## src/bubble_sort_engine_core_assert.svh

```systemverilog
// ----------------------------------------------------------------------------
// bubble sort engine assertion macros
// Shared assertion forms, clocked on clk and disabled while arst_n is low.
// ----------------------------------------------------------------------------
`ifndef BUBBLE_SORT_ENGINE_CORE_ASSERT_SVH
`define BUBBLE_SORT_ENGINE_CORE_ASSERT_SVH

// same-cycle implication
`define BSE_ASSERT_NOW(label, ante, cons) \
	label: assert property (@(posedge clk) disable iff (!arst_n) (ante) |-> (cons)) \
		else $error("bubble sort engine check failed");

// next-cycle implication
`define BSE_ASSERT_NEXT(label, ante, cons) \
	label: assert property (@(posedge clk) disable iff (!arst_n) (ante) |=> (cons)) \
		else $error("bubble sort engine check failed");

`endif

```

## src/bse_pkg.sv

```systemverilog
// ----------------------------------------------------------------------------
// bse_pkg
// Types and constants shared by the bubble sort engine modules.
// ----------------------------------------------------------------------------
`timescale 1ns / 1ps

package bse_pkg;

	// default capacity of the element store
	localparam int MAX_ITEMS_DEF = 64;

	// depth of the queue between front and back
	localparam int QUEUE_DEPTH = 4;

	// one classified item as it travels through the queue
	typedef struct packed {
		logic signed [31:0] value;
		logic               keep;
		logic               last;
	} bse_item_t;

	// back-end sequencer states
	typedef enum logic [2:0] {
		ST_LOAD,
		ST_SORT_RD0,
		ST_SORT_FIRST,
		ST_SORT_RUN,
		ST_SORT_TAIL,
		ST_EMIT_RD,
		ST_EMIT_OUT
	} bse_state_t;

endpackage

```

## src/bse_front.sv

```systemverilog
// ----------------------------------------------------------------------------
// bse_front
// Accepts input items and marks each one as stored or dropped, depending on
// how many elements of the current run already fill the store.
// ----------------------------------------------------------------------------
`timescale 1ns / 1ps

module bse_front #(
	parameter int MAX_ITEMS = bse_pkg::MAX_ITEMS_DEF
) (
	input  logic                clk,
	input  logic                arst_n,
	input  logic                item_valid,
	output logic                item_ready,
	input  logic signed [31:0]  value,
	input  logic                last,
	input  logic                q_full,
	output logic                push,
	output bse_pkg::bse_item_t  push_item
);
	import bse_pkg::*;

	localparam int CW = $clog2(MAX_ITEMS + 1);

	logic [CW-1:0] run_cnt_q;
	logic          keep;

	// handshake toward the queue
	assign item_ready = !q_full;
	assign push       = item_valid && item_ready;

	// an element beyond capacity is dropped, its last flag still counts
	assign keep = (run_cnt_q < CW'(MAX_ITEMS));

	assign push_item.value = value;
	assign push_item.keep  = keep;
	assign push_item.last  = last;

	// elements kept in the current run
	always_ff @(posedge clk or negedge arst_n) begin
		if (!arst_n) begin
			run_cnt_q <= '0;
		end else if (push) begin
			if (last) begin
				run_cnt_q <= '0;
			end else if (keep) begin
				run_cnt_q <= run_cnt_q + CW'(1);
			end
		end
	end

endmodule

```

## src/bse_fifo.sv

```systemverilog
// ----------------------------------------------------------------------------
// bse_fifo
// Small queue of classified items between the front and the back.
// ----------------------------------------------------------------------------
`timescale 1ns / 1ps
`include "bubble_sort_engine_core_assert.svh"

module bse_fifo #(
	parameter int DEPTH = bse_pkg::QUEUE_DEPTH
) (
	input  logic                clk,
	input  logic                arst_n,
	input  logic                push,
	input  bse_pkg::bse_item_t  push_item,
	output logic                full,
	input  logic                pop,
	output bse_pkg::bse_item_t  pop_item,
	output logic                empty
);
	import bse_pkg::*;

	localparam int PW = (DEPTH > 1) ? $clog2(DEPTH) : 1;
	localparam int FW = $clog2(DEPTH + 1);

	bse_item_t     entries_q [DEPTH];
	logic [PW-1:0] wr_ptr_q;
	logic [PW-1:0] rd_ptr_q;
	logic [FW-1:0] fill_q;

	assign full     = (fill_q == FW'(DEPTH));
	assign empty    = (fill_q == '0);
	assign pop_item = entries_q[rd_ptr_q];

	// entry storage
	always_ff @(posedge clk) begin
		if (push) begin
			entries_q[wr_ptr_q] <= push_item;
		end
	end

	// pointers and fill level
	always_ff @(posedge clk or negedge arst_n) begin
		if (!arst_n) begin
			wr_ptr_q <= '0;
			rd_ptr_q <= '0;
			fill_q   <= '0;
		end else begin
			if (push) begin
				wr_ptr_q <= (wr_ptr_q == PW'(DEPTH - 1)) ? '0 : wr_ptr_q + PW'(1);
			end
			if (pop) begin
				rd_ptr_q <= (rd_ptr_q == PW'(DEPTH - 1)) ? '0 : rd_ptr_q + PW'(1);
			end
			if (push && !pop) begin
				fill_q <= fill_q + FW'(1);
			end else if (pop && !push) begin
				fill_q <= fill_q - FW'(1);
			end
		end
	end

	`BSE_ASSERT_NOW(a_fifo_no_overflow, push, !full)
	`BSE_ASSERT_NOW(a_fifo_no_underflow, pop, !empty)
	`BSE_ASSERT_NEXT(a_fifo_fill_up, push && !pop, fill_q == $past(fill_q) + FW'(1))

endmodule

```

## src/bse_back.sv

```systemverilog
// ----------------------------------------------------------------------------
// bse_back
// Stores queued elements, sorts the run in place with bubbling passes over
// a dual-port store, then emits the sorted run through an output register.
// ----------------------------------------------------------------------------
`timescale 1ns / 1ps
`include "bubble_sort_engine_core_assert.svh"

module bse_back #(
	parameter int MAX_ITEMS = bse_pkg::MAX_ITEMS_DEF
) (
	input  logic                clk,
	input  logic                arst_n,
	input  logic                q_empty,
	input  bse_pkg::bse_item_t  q_item,
	output logic                pop,
	output logic                result_valid,
	input  logic                result_ready,
	output logic signed [31:0]  sorted_value,
	output logic                end_of_run
);
	import bse_pkg::*;

	localparam int IW = $clog2(MAX_ITEMS);
	localparam int CW = $clog2(MAX_ITEMS + 1);

	bse_state_t         state_q, state_d;
	logic [CW-1:0]      count_q, count_d;
	logic [IW-1:0]      k_q, k_d;
	logic [IW-1:0]      end_q, end_d;
	logic [IW-1:0]      last_idx_q, last_idx_d;
	logic signed [31:0] carry_q, carry_d;
	logic               swapped_q, swapped_d;
	logic               out_valid_q, out_valid_d;
	logic               out_load;
	logic signed [31:0] sorted_q;
	logic               eor_q;

	// store ports
	logic signed [31:0] store_q [MAX_ITEMS];
	logic signed [31:0] rdata_q;
	logic               we;
	logic [IW-1:0]      waddr;
	logic signed [31:0] wdata;
	logic [IW-1:0]      raddr;

	logic [CW-1:0]      run_len;
	logic [CW-1:0]      run_top;

	// length of the run once the popped item is counted
	assign run_len = count_q + CW'(q_item.keep);
	assign run_top = run_len - CW'(1);

	// element store, one write and one registered read per cycle
	always_ff @(posedge clk) begin
		if (we) begin
			store_q[waddr] <= wdata;
		end
		rdata_q <= store_q[raddr];
	end

	// state and control registers
	always_ff @(posedge clk or negedge arst_n) begin
		if (!arst_n) begin
			state_q     <= ST_LOAD;
			count_q     <= '0;
			out_valid_q <= 1'b0;
		end else begin
			state_q     <= state_d;
			count_q     <= count_d;
			out_valid_q <= out_valid_d;
		end
	end

	// working registers of the sort and emit sequence
	always_ff @(posedge clk) begin
		k_q        <= k_d;
		end_q      <= end_d;
		last_idx_q <= last_idx_d;
		carry_q    <= carry_d;
		swapped_q  <= swapped_d;
	end

	// output register
	always_ff @(posedge clk) begin
		if (out_load) begin
			sorted_q <= rdata_q;
			eor_q    <= (k_q == last_idx_q);
		end
	end

	assign result_valid = out_valid_q;
	assign sorted_value = sorted_q;
	assign end_of_run   = eor_q;

	// sequencer: load, bubbling passes, emission
	always_comb begin
		state_d     = state_q;
		count_d     = count_q;
		k_d         = k_q;
		end_d       = end_q;
		last_idx_d  = last_idx_q;
		carry_d     = carry_q;
		swapped_d   = swapped_q;
		out_valid_d = out_valid_q && !result_ready;
		out_load    = 1'b0;
		pop         = 1'b0;
		we          = 1'b0;
		waddr       = k_q;
		wdata       = carry_q;
		raddr       = k_q;

		case (state_q)
			ST_LOAD: begin
				if (!q_empty) begin
					pop = 1'b1;
					if (q_item.keep) begin
						we      = 1'b1;
						waddr   = count_q[IW-1:0];
						wdata   = q_item.value;
						count_d = run_len;
					end
					if (q_item.last) begin
						last_idx_d = run_top[IW-1:0];
						end_d      = run_top[IW-1:0];
						k_d        = '0;
						if (run_top == '0) begin
							state_d = ST_EMIT_RD;
						end else begin
							state_d = ST_SORT_RD0;
						end
					end
				end
			end
			ST_SORT_RD0: begin
				raddr     = '0;
				swapped_d = 1'b0;
				state_d   = ST_SORT_FIRST;
			end
			ST_SORT_FIRST: begin
				carry_d = rdata_q;
				raddr   = IW'(1);
				k_d     = IW'(1);
				state_d = ST_SORT_RUN;
			end
			ST_SORT_RUN: begin
				// the larger value keeps bubbling, the smaller one settles
				we    = 1'b1;
				waddr = k_q - IW'(1);
				if (carry_q > rdata_q) begin
					wdata     = rdata_q;
					swapped_d = 1'b1;
				end else begin
					wdata   = carry_q;
					carry_d = rdata_q;
				end
				if (k_q == end_q) begin
					state_d = ST_SORT_TAIL;
				end else begin
					raddr = k_q + IW'(1);
					k_d   = k_q + IW'(1);
				end
			end
			ST_SORT_TAIL: begin
				we    = 1'b1;
				waddr = end_q;
				wdata = carry_q;
				// a pass without swaps leaves the run in order
				if (end_q == IW'(1) || !swapped_q) begin
					k_d     = '0;
					state_d = ST_EMIT_RD;
				end else begin
					end_d   = end_q - IW'(1);
					state_d = ST_SORT_RD0;
				end
			end
			ST_EMIT_RD: begin
				state_d = ST_EMIT_OUT;
			end
			ST_EMIT_OUT: begin
				if (!out_valid_q || result_ready) begin
					out_load    = 1'b1;
					out_valid_d = 1'b1;
					if (k_q == last_idx_q) begin
						count_d = '0;
						state_d = ST_LOAD;
					end else begin
						k_d     = k_q + IW'(1);
						state_d = ST_EMIT_RD;
					end
				end
			end
			default: begin
				state_d = ST_LOAD;
			end
		endcase
	end

	`BSE_ASSERT_NOW(a_store_has_room, pop && q_item.keep, count_q < CW'(MAX_ITEMS))
	`BSE_ASSERT_NOW(a_pass_has_work, state_q == ST_SORT_RD0, end_q != '0)
	`BSE_ASSERT_NOW(a_run_index_in_pass, state_q == ST_SORT_RUN, k_q != '0 && k_q <= end_q)
	`BSE_ASSERT_NEXT(a_run_end_returns, out_load && (k_q == last_idx_q),
		state_q == ST_LOAD && count_q == '0)

endmodule

```

## src/bubble_sort_engine_core.sv

```systemverilog
// Bubble sort engine: collects a run of signed 32-bit values, one per item,
// and when the item flagged last arrives, sorts the run ascending (stable,
// signed compare) and emits it with end_of_run on the final value. Values
// beyond MAX_ITEMS in one run are dropped. Items enter a small queue at one
// per cycle while it has room and are stored at one per cycle while the back
// end is loading. The sort then runs bubbling passes over a dual-port element
// store, up to n - 1 passes for a run of n values (fewer once a pass makes no
// swap). Each value is then read from the store and loaded into the output
// register, which holds it while the receiver stalls.
// ----------------------------------------------------------------------------
// bubble_sort_engine_core
// Top level: front classifier, item queue and sort/emit back end.
// ----------------------------------------------------------------------------
`timescale 1ns / 1ps

module bubble_sort_engine_core #(
	parameter int MAX_ITEMS = bse_pkg::MAX_ITEMS_DEF
) (
	input  logic               clk,
	input  logic               arst_n,
	input  logic               item_valid,
	output logic               item_ready,
	input  logic signed [31:0] value,
	input  logic               last,
	output logic               result_valid,
	input  logic               result_ready,
	output logic signed [31:0] sorted_value,
	output logic               end_of_run
);
	import bse_pkg::*;

	bse_item_t push_item;
	bse_item_t pop_item;
	logic      push;
	logic      pop;
	logic      q_full;
	logic      q_empty;

	// input side
	bse_front #(
		.MAX_ITEMS(MAX_ITEMS)
	) u_front (
		.clk       (clk),
		.arst_n    (arst_n),
		.item_valid(item_valid),
		.item_ready(item_ready),
		.value     (value),
		.last      (last),
		.q_full    (q_full),
		.push      (push),
		.push_item (push_item)
	);

	// decoupling queue
	bse_fifo #(
		.DEPTH(QUEUE_DEPTH)
	) u_fifo (
		.clk      (clk),
		.arst_n   (arst_n),
		.push     (push),
		.push_item(push_item),
		.full     (q_full),
		.pop      (pop),
		.pop_item (pop_item),
		.empty    (q_empty)
	);

	// store, sort and emit
	bse_back #(
		.MAX_ITEMS(MAX_ITEMS)
	) u_back (
		.clk         (clk),
		.arst_n      (arst_n),
		.q_empty     (q_empty),
		.q_item      (pop_item),
		.pop         (pop),
		.result_valid(result_valid),
		.result_ready(result_ready),
		.sorted_value(sorted_value),
		.end_of_run  (end_of_run)
	);

endmodule

```

## config.mk

```make
export PLATFORM = sky130hd
export DESIGN_NAME = bubble_sort_engine_core
export DESIGN_NICKNAME = d
export VERILOG_FILES = /design/src/bse_pkg.sv /design/src/bse_front.sv /design/src/bse_fifo.sv /design/src/bse_back.sv /design/src/bubble_sort_engine_core.sv
export VERILOG_INCLUDE_DIRS = /design/src /design/src/src
export SDC_FILE = /design/constraint.sdc
export NUM_CORES = 2
export LEC_CHECK = 0
export BUFFER_PORTS_ARGS = -buffer_cell sky130_fd_sc_hd__buf_4
export CAP_MARGIN = 20
export CORE_MARGIN = 2
export CORE_UTILIZATION = 26
export DETAILED_ROUTE_END_ITERATION = 12
export PLACE_DENSITY_LB_ADDON = 0.3
export SLEW_MARGIN = 5
export SYNTH_ARGS = -nofsm -noshare
export SYNTH_HDL_FRONTEND = slang
export SYNTH_HIERARCHICAL = 1
export SYNTH_SLANG_ARGS = --single-unit
```

## constraint.sdc

```tcl
create_clock -name clk -period 9.1 [get_ports clk]
set_input_delay 0.455 -clock clk [delete_from_list [all_inputs] [get_ports clk]]
set_output_delay 0.455 -clock clk [all_outputs]
set_load 0.01 [all_outputs]
```

==> flow_summary.ini <==
[run_status]
status = complete, no violations

[die]
io_pins = 72
design.die.area_um2 = 367700
rows = 221
initial_utilization_pct = 26.08
die_w_um = 606.4
coreArea_um2 = 361700
die_y_um = 606.4

[setup_path]
crit_type = reg -> reg
crit_fanout = 39
critPathRequiredTime_ps = 9640
cp_top_family = simple AND/OR/NAND/NOR gates
cp-start-kind = flip-flop
cp_slowest_stage_delay_ps = 910
crit_chain = and2_1 -> nand2_2 -> inv_2 -> nor2_1 -> a21o_1 -> a221oi_1 -> and2_1 -> nand2_1 -> buf_8 -> nor2_4 -> buf_4
critPathCaptureType = flip-flop
crit_arrival_ps = 6580
cp_slowest_cell = a221oi_1
worst-path-buf-inv = 3
path_common_cell = and2_1

[timing]
finalSetupViolCount = 0
fmax_ghz = 0.1654
rsz0062_at_grt = no
worstMarginPinSlew_ps = 1223
hold_slack_ps = 75.99
hold_violations = 0
clock_skew_ps = 82.38
min_period_ps = 6045
report.final.slew_viol_count = 0
post-route-period-util_pct = 66.42
tns_ps = 0
setup_slack_ps = 3055
slew_headroom_pct = 18.47

[placed_design]
io_buffers = 71
place_inst = 11260
gp_congestion = 0.8484
post-place-ws_ps = 2952
hpwlAfterDp_um = 181600

[cts]
cts_buffers = 237
clock_latency_ps = 910
cts-root-buf = clkbuf_16
cts_setup_buffers = 0
clkTransAtPathRegs_ps = 60
clk_path_buf_depth = 3
cts_sinks = 2325
tritoncts = done
htreeDepth = 4

[synth]
async_flop_share_pct = 1.075
syn_nets = 6781
syn-instance-count = 6696
syn-cell-area_um2 = 94340
yosysSeqAreaShare_pct = 73.53
ys_ff_latch = 2325
ys_types = 91
synth_edf_count = 2268
synth_area_per_cell_um2 = 14.09
ys.warnings.count = 6
ys.flop_type = edfxtp_1

[global_routing]
grt_first_pass_wirelength_um = 433900
grt_usage_pct = 16.33
grt_pass1_vias = 56200
grt_overflow_total = 0
antenna_found_initial = 31
grt_max_degree = 153

[route]
firstDrtPassIters = 6
drt_iter0_drc = 7479
wire_per_inst_um = 26.23
vias = 59270
viasPerCell = 5.038
wl_um = 308500
ant_nets = 0
post-route-drc-count = 0

[finish]
stdcell_count = 11760
fin_nets = 6839
area_growth_pct = 16.27
nFillCells = 35900
drive_gt1_share_pct = 11.33

[min_path]
hold_path_class = in -> async

[job]
drv_cap = 0
-- cell usage in the layout, fill, tap and decap left out, drive strengths merged, types with 26 or more instances in the layout --
cell type and n:
o2111ai 56, dfxtp 32, nand2 1441, or4 33, nor2 115, clkinv 106, a311oi 182, nand3 508
buf 282, clkbuf 299, mux2i 241, a211oi 197, o22ai 35, ha 47, o211ai 57, dlygate4sd3 36
o21ai 37, edfxtp 2268, nand4 26, mux4 51, a21oi 114, inv 217, a31oi 267
-- routing by layer --
layer  track usage [%]  wire length (um)
met1             22.96            131100
met2             25.22            138600
met3             2.614             26120
met4             6.207             12670
met5                 0                13
-- flip-flops by register name, summed over array words and instances, names as in the netlist, 2 cells and up --
name,flops
u_back/carry_q,32
u_back/count_q,7
u_back/end_q,6
u_back/k_q,6
u_back/last_idx_q,6
u_back/rdata_q,32
u_back/sorted_value,32
u_back/state_q,3
u_back/store_q,2048
u_fifo/entries_q,136
u_fifo/fill_q,3
u_fifo/rd_ptr_q,2
u_fifo/wr_ptr_q,2
u_front/run_cnt_q,7
-- cell usage after synthesis (all sizes together) (7+ instances only) --
| cell type | number | area [um^2] |
|---|---|---|
| a2111oi | 13 | 138.9 |
| a211oi | 197 | 1479 |
| a21o | 12 | 90.09 |
| a21oi | 114 | 574.3 |
| a221o | 11 | 110.1 |
| a221oi | 7 | 61.31 |
| a311o | 7 | 70.07 |
| a311oi | 182 | 1618 |
| a31oi | 267 | 1677 |
| a32o | 17 | 170.2 |
| and2 | 13 | 81.33 |
| and3 | 17 | 106.4 |
| buf | 251 | 1509 |
| clkbuf | 249 | 934.7 |
| dfrtp | 25 | 625.6 |
| dfxtp | 32 | 640.6 |
| edfxtp | 2268 | 68110 |
| ha | 47 | 588.1 |
| inv | 208 | 780.8 |
| mux2 | 8 | 90.09 |
| mux2i | 241 | 2412 |
| mux4 | 51 | 1171 |
| nand2 | 1441 | 5411 |
| nand3 | 508 | 2547 |
| nand4 | 26 | 168.9 |
| nor2 | 115 | 434.2 |
| nor2b | 10 | 62.56 |
| nor3 | 17 | 101.4 |
| nor4 | 23 | 143.9 |
| o2111ai | 56 | 508.0 |
| o211ai | 57 | 427.9 |
| o21a | 7 | 52.55 |
| o21ai | 37 | 185.2 |
| o22ai | 35 | 219.0 |
| o31ai | 9 | 67.56 |
| or3 | 7 | 43.79 |
| or4 | 33 | 247.7 |
| xnor2 | 19 | 166.4 |
| xor2 | 11 | 96.34 |
-- final cells by class --
| class | instances | area (um^2) | share of cell area [%] |
|---|---|---|---|
| inverters | 208 | 780.7 | 0.7118 |
| diodes | 13 | 32.53 | 0.02966 |
| clock inverters | 143 | 1476 | 1.346 |
| multi-input cells | 3663 | 22560 | 20.57 |
| repair buffers | 319 | 3249 | 2.962 |
| flip-flops and latches | 2325 | 69370 | 63.24 |
| well taps | 4794 | 5998 | 5.468 |
| clock buffers | 298 | 6221 | 5.671 |
-- cell families after synthesis --
kind of cell	after synthesis	share of synthesized area, %
AND/OR/NAND/NOR	2226	10.04
adder cells (fa/ha/maj)	48	0.6445
flip-flops	2325	73.53
XOR/XNOR	30	0.2785
AO/OA/AOI/OAI	1059	8.189
buffers and inverters	708	3.418
multiplexers	300	3.894
-- through the flow --
stage               utilization, %  area, um^2
global route                 30.32      109700
detailed placement           27.99      101200
floorplan                        -       94340
CTS                          30.22      109300
global placement             27.87      100800
finish                       30.33      109700
-- path summary, 6_finish.rpt --
kind / startpoint / slack, ps / to / cells past startpoint
max in group asynchronous: arst_n / 8100 / u_back/state_q[1]$_DFFE_PN0P_ / 3
min in group clk: result_ready / 170 / u_back/result_valid$_DFF_PN0_ / 3
min reg2reg: u_fifo/fill_q[2]$_DFFE_PN0P_ / 500 / u_fifo/fill_q[2]$_DFFE_PN0P_ / 1
max: u_back/state_q[1]$_DFFE_PN0P_ / 3060 / u_back/store_q[25][27]$_DFFE_PP_ / 11
min: arst_n / 80 / u_back/result_valid$_DFF_PN0_ / 2
max reg2reg: u_back/state_q[1]$_DFFE_PN0P_ / 3060 / u_back/store_q[25][27]$_DFFE_PP_ / 11
-- what timing repair did --
| item | 4_1_cts | 5_1_grt |
|---|---|---|
| hold buffers | 36 | 0 |
| gates resized for setup | 0 | 0 |
| hold endpoints to repair | 159 | 0 |
| setup endpoints to repair | 0 | 0 |
Power is not shown: default switching activity piles up to over one toggle a cycle in this logic, so the estimate is an artifact.
